[config.mk]
export PLATFORM = sky130hd
export DESIGN_NAME = point_track_association_top
export DESIGN_NICKNAME = d
export VERILOG_FILES = /design/src/rtl/core/pta_pkg.sv /design/src/rtl/core/point_track_association_top.sv
export SDC_FILE = /design/constraint.sdc
export NUM_CORES = 1
export LEC_CHECK = 0
export BUFFER_PORTS_ARGS = -buffer_cell sky130_fd_sc_hd__buf_2
export CORE_ASPECT_RATIO = 1.4
export CORE_MARGIN = 5
export CORE_UTILIZATION = 41
export DETAILED_ROUTE_END_ITERATION = 6
export PLACE_DENSITY_LB_ADDON = 0.05
export SYNTH_ARGS = -nofsm -noshare
export SYNTH_HDL_FRONTEND = slang
export SYNTH_SLANG_ARGS = --single-unit
[constraint.sdc]
create_clock -name clk -period 9 [get_ports clk]
set_input_delay 0.45 -clock clk [delete_from_list [all_inputs] [get_ports clk]]
set_output_delay 0.45 -clock clk [all_outputs]
set_load 0.02 [all_outputs]
[src/rtl/core/pta_pkg.sv]
// pta_pkg: shared types and constants for the point track association block
// holds the table size, field widths, register indexes and the sequencer state type
// no dependencies
package pta_pkg;

    localparam int MAX_TRACKS = 8;
    localparam int IDX_W      = (MAX_TRACKS > 1) ? $clog2(MAX_TRACKS) : 1;
    localparam int CNT_W      = $clog2(MAX_TRACKS + 1);

    localparam int X_W    = 10;
    localparam int Y_W    = 9;
    localparam int THR_W  = 11;
    localparam int SPAN_W = 11;
    localparam int OIDX_W = 3;
    localparam int CFG_IDX_W = 2;

    localparam logic [THR_W-1:0] THR_RESET = THR_W'(50);

    typedef enum logic [CFG_IDX_W-1:0] {
        CFG_MATCH_THR  = 2'd0,
        CFG_MOTION_THR = 2'd1
    } cfg_reg_t;

    typedef enum logic [2:0] {
        ST_IDLE,
        ST_SCAN,
        ST_UPDATE,
        ST_SPAN,
        ST_OUT
    } state_t;

endpackage

[src/rtl/core/point_track_association_top.sv]
// point_track_association_top: associates detected points with a small table of tracks
// one shared distance/compare unit under a sequencer walks the table one entry a cycle
// depends on pta_pkg
//
// usage
// - configuration channel (cfg_valid/cfg_ready, cfg_index, cfg_data) writes the match
//   threshold (index 0) and motion threshold (index 1); other indexes are ignored;
//   cfg_ready is always high, writes are meant for when the block is idle
// - input channel (in_valid/in_ready, point_x, point_y) takes one point request;
//   in_ready is high only while the sequencer is idle
// - output channel (out_valid/out_ready) carries one result per request:
//   track_index, opened_track, dropped, track_span, motionless
// - after acceptance the sequencer scans every table entry through the distance unit,
//   then updates the box and calculates the span (no span step if dropped), then
//   raises out_valid; only one request is in flight at a time
// - a stalled receiver holds the result registers and out_valid; no new request is
//   taken until the result is accepted
// - reset clears all track valid bits, the track count and returns both thresholds to 50;
//   the coordinate and box stores are not cleared, entries are written before use
module point_track_association_top (
    input  logic                         clk,
    input  logic                         rst_n,
    input  logic                         cfg_valid,
    output logic                         cfg_ready,
    input  logic [pta_pkg::CFG_IDX_W-1:0] cfg_index,
    input  logic [pta_pkg::THR_W-1:0]    cfg_data,
    input  logic                         in_valid,
    output logic                         in_ready,
    input  logic [pta_pkg::X_W-1:0]      point_x,
    input  logic [pta_pkg::Y_W-1:0]      point_y,
    output logic                         out_valid,
    input  logic                         out_ready,
    output logic [pta_pkg::OIDX_W-1:0]   track_index,
    output logic                         opened_track,
    output logic                         dropped,
    output logic [pta_pkg::SPAN_W-1:0]   track_span,
    output logic                         motionless
);
    import pta_pkg::*;

    state_t state_reg, state_next;

    logic [THR_W-1:0] match_thr_reg, motion_thr_reg;

    logic [MAX_TRACKS-1:0] valid_reg, valid_next;
    logic [CNT_W-1:0]      count_reg, count_next;

    logic [X_W-1:0] last_x_mem [MAX_TRACKS];
    logic [Y_W-1:0] last_y_mem [MAX_TRACKS];
    logic [X_W-1:0] min_x_mem  [MAX_TRACKS];
    logic [X_W-1:0] max_x_mem  [MAX_TRACKS];
    logic [Y_W-1:0] min_y_mem  [MAX_TRACKS];
    logic [Y_W-1:0] max_y_mem  [MAX_TRACKS];

    logic [X_W-1:0]   px_reg, px_next;
    logic [Y_W-1:0]   py_reg, py_next;
    logic [IDX_W-1:0] scan_reg, scan_next;
    logic             hit_found_reg, hit_found_next;
    logic [IDX_W-1:0] hit_idx_reg, hit_idx_next;
    logic             slot_found_reg, slot_found_next;
    logic [IDX_W-1:0] slot_idx_reg, slot_idx_next;

    logic [X_W-1:0] nminx_reg, nminx_next, nmaxx_reg, nmaxx_next;
    logic [Y_W-1:0] nminy_reg, nminy_next, nmaxy_reg, nmaxy_next;

    logic [OIDX_W-1:0] oidx_reg, oidx_next;
    logic              oopen_reg, oopen_next;
    logic              odrop_reg, odrop_next;
    logic [SPAN_W-1:0] ospan_reg, ospan_next;
    logic              ostill_reg, ostill_next;

    // shared distance unit
    logic [X_W-1:0]   dx;
    logic [Y_W-1:0]   dy;
    logic [THR_W-1:0] gap_sum;
    logic             in_gate;

    // table write port
    logic             wr_en;
    logic [IDX_W-1:0] wr_idx;
    logic             wr_open;

    logic [SPAN_W-1:0] span;

    always_comb
    begin
        dx = (px_reg >= last_x_mem[scan_reg]) ? px_reg - last_x_mem[scan_reg]
                                               : last_x_mem[scan_reg] - px_reg;
        dy = (py_reg >= last_y_mem[scan_reg]) ? py_reg - last_y_mem[scan_reg]
                                               : last_y_mem[scan_reg] - py_reg;
        gap_sum = THR_W'(dx) + THR_W'(dy);
        in_gate = (gap_sum <= match_thr_reg);
        span    = SPAN_W'(nmaxx_reg - nminx_reg) + SPAN_W'(nmaxy_reg - nminy_reg);
    end

    assign cfg_ready = 1'b1;

    always_ff @(posedge clk or negedge rst_n)
    begin
        if (!rst_n)
        begin
            match_thr_reg  <= THR_RESET;
            motion_thr_reg <= THR_RESET;
        end
        else if (cfg_valid)
        begin
            case (cfg_index)
                CFG_MATCH_THR:  match_thr_reg  <= cfg_data;
                CFG_MOTION_THR: motion_thr_reg <= cfg_data;
                default: ;
            endcase
        end
    end

    always_comb
    begin
        state_next      = state_reg;
        valid_next      = valid_reg;
        count_next      = count_reg;
        px_next         = px_reg;
        py_next         = py_reg;
        scan_next       = scan_reg;
        hit_found_next  = hit_found_reg;
        hit_idx_next    = hit_idx_reg;
        slot_found_next = slot_found_reg;
        slot_idx_next   = slot_idx_reg;
        nminx_next      = nminx_reg;
        nmaxx_next      = nmaxx_reg;
        nminy_next      = nminy_reg;
        nmaxy_next      = nmaxy_reg;
        oidx_next       = oidx_reg;
        oopen_next      = oopen_reg;
        odrop_next      = odrop_reg;
        ospan_next      = ospan_reg;
        ostill_next     = ostill_reg;
        wr_en           = 1'b0;
        wr_open         = 1'b0;
        wr_idx          = hit_idx_reg;
        in_ready        = 1'b0;
        out_valid       = 1'b0;

        case (state_reg)
            ST_IDLE:
            begin
                in_ready = 1'b1;
                if (in_valid)
                begin
                    px_next         = point_x;
                    py_next         = point_y;
                    scan_next       = '0;
                    hit_found_next  = 1'b0;
                    slot_found_next = 1'b0;
                    state_next      = ST_SCAN;
                end
            end
            ST_SCAN:
            begin
                if (valid_reg[scan_reg])
                begin
                    if (!hit_found_reg && in_gate)
                    begin
                        hit_found_next = 1'b1;
                        hit_idx_next   = scan_reg;
                    end
                end
                else if (!slot_found_reg)
                begin
                    slot_found_next = 1'b1;
                    slot_idx_next   = scan_reg;
                end
                if (scan_reg == IDX_W'(MAX_TRACKS - 1))
                    state_next = ST_UPDATE;
                else
                    scan_next = scan_reg + 1'b1;
            end
            ST_UPDATE:
            begin
                if (hit_found_reg)
                begin
                    wr_en      = 1'b1;
                    wr_idx     = hit_idx_reg;
                    nminx_next = (px_reg < min_x_mem[hit_idx_reg]) ? px_reg
                                                                   : min_x_mem[hit_idx_reg];
                    nmaxx_next = (px_reg > max_x_mem[hit_idx_reg]) ? px_reg
                                                                   : max_x_mem[hit_idx_reg];
                    nminy_next = (py_reg < min_y_mem[hit_idx_reg]) ? py_reg
                                                                   : min_y_mem[hit_idx_reg];
                    nmaxy_next = (py_reg > max_y_mem[hit_idx_reg]) ? py_reg
                                                                   : max_y_mem[hit_idx_reg];
                    oidx_next  = OIDX_W'(hit_idx_reg);
                    oopen_next = 1'b0;
                    odrop_next = 1'b0;
                    state_next = ST_SPAN;
                end
                else if (count_reg < CNT_W'(MAX_TRACKS) && slot_found_reg)
                begin
                    wr_en      = 1'b1;
                    wr_open    = 1'b1;
                    wr_idx     = slot_idx_reg;
                    valid_next[slot_idx_reg] = 1'b1;
                    count_next = count_reg + 1'b1;
                    nminx_next = px_reg;
                    nmaxx_next = px_reg;
                    nminy_next = py_reg;
                    nmaxy_next = py_reg;
                    oidx_next  = OIDX_W'(slot_idx_reg);
                    oopen_next = 1'b1;
                    odrop_next = 1'b0;
                    state_next = ST_SPAN;
                end
                else
                begin
                    // table full, point discarded
                    oidx_next   = '0;
                    oopen_next  = 1'b0;
                    odrop_next  = 1'b1;
                    ospan_next  = '0;
                    ostill_next = 1'b0;
                    state_next  = ST_OUT;
                end
            end
            ST_SPAN:
            begin
                ospan_next  = span;
                ostill_next = (span <= motion_thr_reg);
                state_next  = ST_OUT;
            end
            ST_OUT:
            begin
                out_valid = 1'b1;
                if (out_ready)
                    state_next = ST_IDLE;
            end
            default:
            begin
                state_next = ST_IDLE;
            end
        endcase
    end

    always_ff @(posedge clk or negedge rst_n)
    begin
        if (!rst_n)
        begin
            state_reg <= ST_IDLE;
            valid_reg <= '0;
            count_reg <= '0;
        end
        else
        begin
            state_reg <= state_next;
            valid_reg <= valid_next;
            count_reg <= count_next;
        end
    end

    always_ff @(posedge clk)
    begin
        px_reg         <= px_next;
        py_reg         <= py_next;
        scan_reg       <= scan_next;
        hit_found_reg  <= hit_found_next;
        hit_idx_reg    <= hit_idx_next;
        slot_found_reg <= slot_found_next;
        slot_idx_reg   <= slot_idx_next;
        nminx_reg      <= nminx_next;
        nmaxx_reg      <= nmaxx_next;
        nminy_reg      <= nminy_next;
        nmaxy_reg      <= nmaxy_next;
        oidx_reg       <= oidx_next;
        oopen_reg      <= oopen_next;
        odrop_reg      <= odrop_next;
        ospan_reg      <= ospan_next;
        ostill_reg     <= ostill_next;
    end

    // track table, written at most once per request (not written when the point is dropped)
    always_ff @(posedge clk)
    begin
        if (wr_en)
        begin
            last_x_mem[wr_idx] <= px_reg;
            last_y_mem[wr_idx] <= py_reg;
            min_x_mem[wr_idx]  <= wr_open ? px_reg : nminx_next;
            max_x_mem[wr_idx]  <= wr_open ? px_reg : nmaxx_next;
            min_y_mem[wr_idx]  <= wr_open ? py_reg : nminy_next;
            max_y_mem[wr_idx]  <= wr_open ? py_reg : nmaxy_next;
        end
    end

    assign track_index  = oidx_reg;
    assign opened_track = oopen_reg;
    assign dropped      = odrop_reg;
    assign track_span   = ospan_reg;
    assign motionless   = ostill_reg;

endmodule

==> impl_metrics.py <==
metrics = {
    "run_status": {
        "status": "finished, final reports clean",
    },
    "route": {
        "post_drt_via_cell_ratio": 5.648,
        "drc": 0,
        "wl_per_cell_um": 25.58,
        "drtIter0Drc": 1222,
        "firstDrtPassIters": 5,
        "ant_nets": 0,
        "num_vias": 15110,
        "routed_wl_um": 68460,
    },
    "clock_network": {
        "clk_pin_slew_ps": 70,
        "clk_path_buf_depth": 3,
        "h-tree-depth": 2,
        "clk_latency_ps": 620,
        "post_cts_resized": 0,
        "cts.sinks": 584,
        "cts_tree": "yes",
        "clockRootBuffer": "clkbuf_16",
        "numCtsBuffers": 58,
        "cts_setup_buffers": 0,
    },
    "timing": {
        "holdWs_ps": 32.19,
        "worst_pin_slew_ps": 1017,
        "setup-violations-final": 0,
        "skew_ps": 28.23,
        "tns_ps": 0,
        "rsz0062_at_grt": "false",
        "final_hold_viol_count": 0,
        "fin_crit_sh": 0.8492,
        "period_needed_ps": 7643,
        "slew_violations": 0,
        "max_freq_mhz": 130.8,
        "maxSlewHeadroom": 0.3188,
    },
    "setup_path": {
        "path_class": "reg2reg",
        "critPathRequiredTime_ps": 9510,
        "critPathBufInv": 2,
        "crit_family": "compound AO/OA/AOI/OAI gates",
        "cp_max_fo": 24,
        "critPathCaptureType": "flip-flop",
        "arrival_ps": 8150,
        "cp-start-kind": "flip-flop",
        "critical-path-slowest-cell": "dfxtp_2",
        "slowest_delay_ps": 840,
    },
    "synth": {
        "async_flop_share": 0.06336,
        "synth_area_leaders": "edfxtp_1 (56%), mux4_2 (9.6%), ha_1 (5.9%)",
        "ys_ff_latch": 584,
        "syn_nets": 1868,
        "syn_inst": 1689,
        "ys_seq_area_frac": 0.6322,
        "synth_edf_count": 503,
        "synth.top_cell.area_share": 0.5644,
        "synth_warnings": 0,
        "synth_area_mm2": 0.02676,
        "synth_cell_types": 80,
        "syn_avg_cell_area_um2": 15.84,
        "synthFlopType": "edfxtp_1",
        "synth.largest_area_cell": "edfxtp_1",
    },
    "grt": {
        "grt_use_total": 0.1937,
        "grt_pass1_wl_um": 102000,
        "grt_pass1_vias": 15810,
        "grt_start_max_net_pins": 50,
        "grt_overflow_total": 0,
        "antenna_found_initial": 4,
    },
    "hold_path": {
        "min_path_type": "in2reg",
    },
    "floorplanning": {
        "die_area_mm2": 0.07055,
        "start_util": 0.4146,
        "fp-row-count": 110,
        "ios": 57,
        "die_w_um": 225.9,
        "die_h_um": 312.3,
        "core_mm2": 0.06455,
    },
    "final_layout": {
        "top_regs": "last_x_mem (80), max_x_mem (80), min_x_mem (80)",
        "area_delta_synth_final_pct": 13.14,
        "final_common_cell": "edfxtp_1",
        "final_util": 0.4690,
        "drive_gt1_frac": 0.1946,
        "final_cell_mix": "edfxtp_1 (503), ha_1 (126), inv_1 (123), mux4_2 (114), nand2_1 (75)",
        "final_nets": 1965,
    },
    "placed_design": {
        "port_buffers": 55,
        "place_congestion": 0.8296,
        "dpl.hpwl_um": 44510,
    },
    "flow_run": {
        "drv_cap": 0,
    },
}
==> synth_stat cells, types with 13 or more instances <==
cell and number:
xor2_1 13, dfrtp_1 31, o21ai_0 49, clkbuf_1 41, a21oi_1 45, mux2i_1 65, xnor2_1 20, mux4_2 114
dfxtp_1 44, fa_1 16, a21o_1 26, ha_1 126, nor2b_1 14, a221o_1 20, o31ai_1 21, nor3_1 14
buf_2 16, edfxtp_1 503, nor2_1 71, inv_1 123, nand2_1 76, mux2_2 25, o221ai_1 35
==> metrics by stage <==
| stage | std cells | worst slack [ps] | instance area [um2] |
|---|---|---|---|
| after global placement | 2551 | 1504 | 28150 |
| after CTS | 2675 | 1388 | 30270 |
| final | 2676 | 1357 | 30280 |
| after floorplan | 1689 | 1956 | 26760 |
| after detailed placement | 2551 | 1439 | 28150 |
| after global routing | 2675 | 666.5 | 30270 |
==> kinds of logic after synthesis <==
group	Yosys count	synth area share
and+or+nand+nor	243	0.04437
other	1	0.0001401
buffers and inverters	194	0.02936
AOI/OAI and AO/OA	286	0.07949
DFF	584	0.6322
adders and majority gates	142	0.07088
xor gates and xnor gates	33	0.01080
muxes	206	0.1327
==> repair_timing <==
item / 4_1_cts / 5_1_grt
endpoints found under the hold margin: 45 / 0
setup endpoints to repair: 0 / 0
hold buffers: 15 / 0
==> cell type report <==
class	instances	area (um2)
Fill cell	5581	34270
Sequential cell	584	16930
Multi-Input combinational cell	911	9124
Clock buffer	83	1627
Tap cell	840	1051
Timing Repair Buffer	108	735.7
Inverter	123	461.7
Clock inverter	26	345.3
Antenna cell	1	2.502
==> layer usage <==
layer | routed length, um | vias to the layer above | GRT usage | share of wire
met3 | 2800 | 102 | 0.02497 | 0.041
met4 | 2340 | 0 | 0.06481 | 0.034
met5 | 0 | - | 0 | 0
met2 | 34440 | 346 | 0.3331 | 0.50
met1 | 28880 | 7829 | 0.2545 | 0.42
li1 | - | 6836 | - | -
==> worst register-to-register path, delay by kind of cell, from the launching register on <==
kind	cells	cell delay [ps]
buf+inv	2	480
flops	1	840
fa+ha+maj	3	1080
compound gates	10	2480
xor+xnor	1	120
simple gates	5	1130
mux	4	1380
==> final timing paths <==
path | from | end | slack, ps | depth (start not counted)
max in group asynchronous | rst_n | count_reg[2] | 7940 | 2
min in group asynchronous | rst_n | match_thr_reg[2] | 490 | 2
hold / removal | point_x[5] | px_reg[5] | 30 | 1
hold reg to reg | valid_reg[0] | valid_reg[0] | 470 | 1
setup / recovery | flip-flop | flip-flop | 1360 | 25
setup reg to reg | flip-flop | flip-flop | 1360 | 25
Power is not shown: default switching activity piles up to over one toggle a cycle in this logic, so the estimate is an artifact.
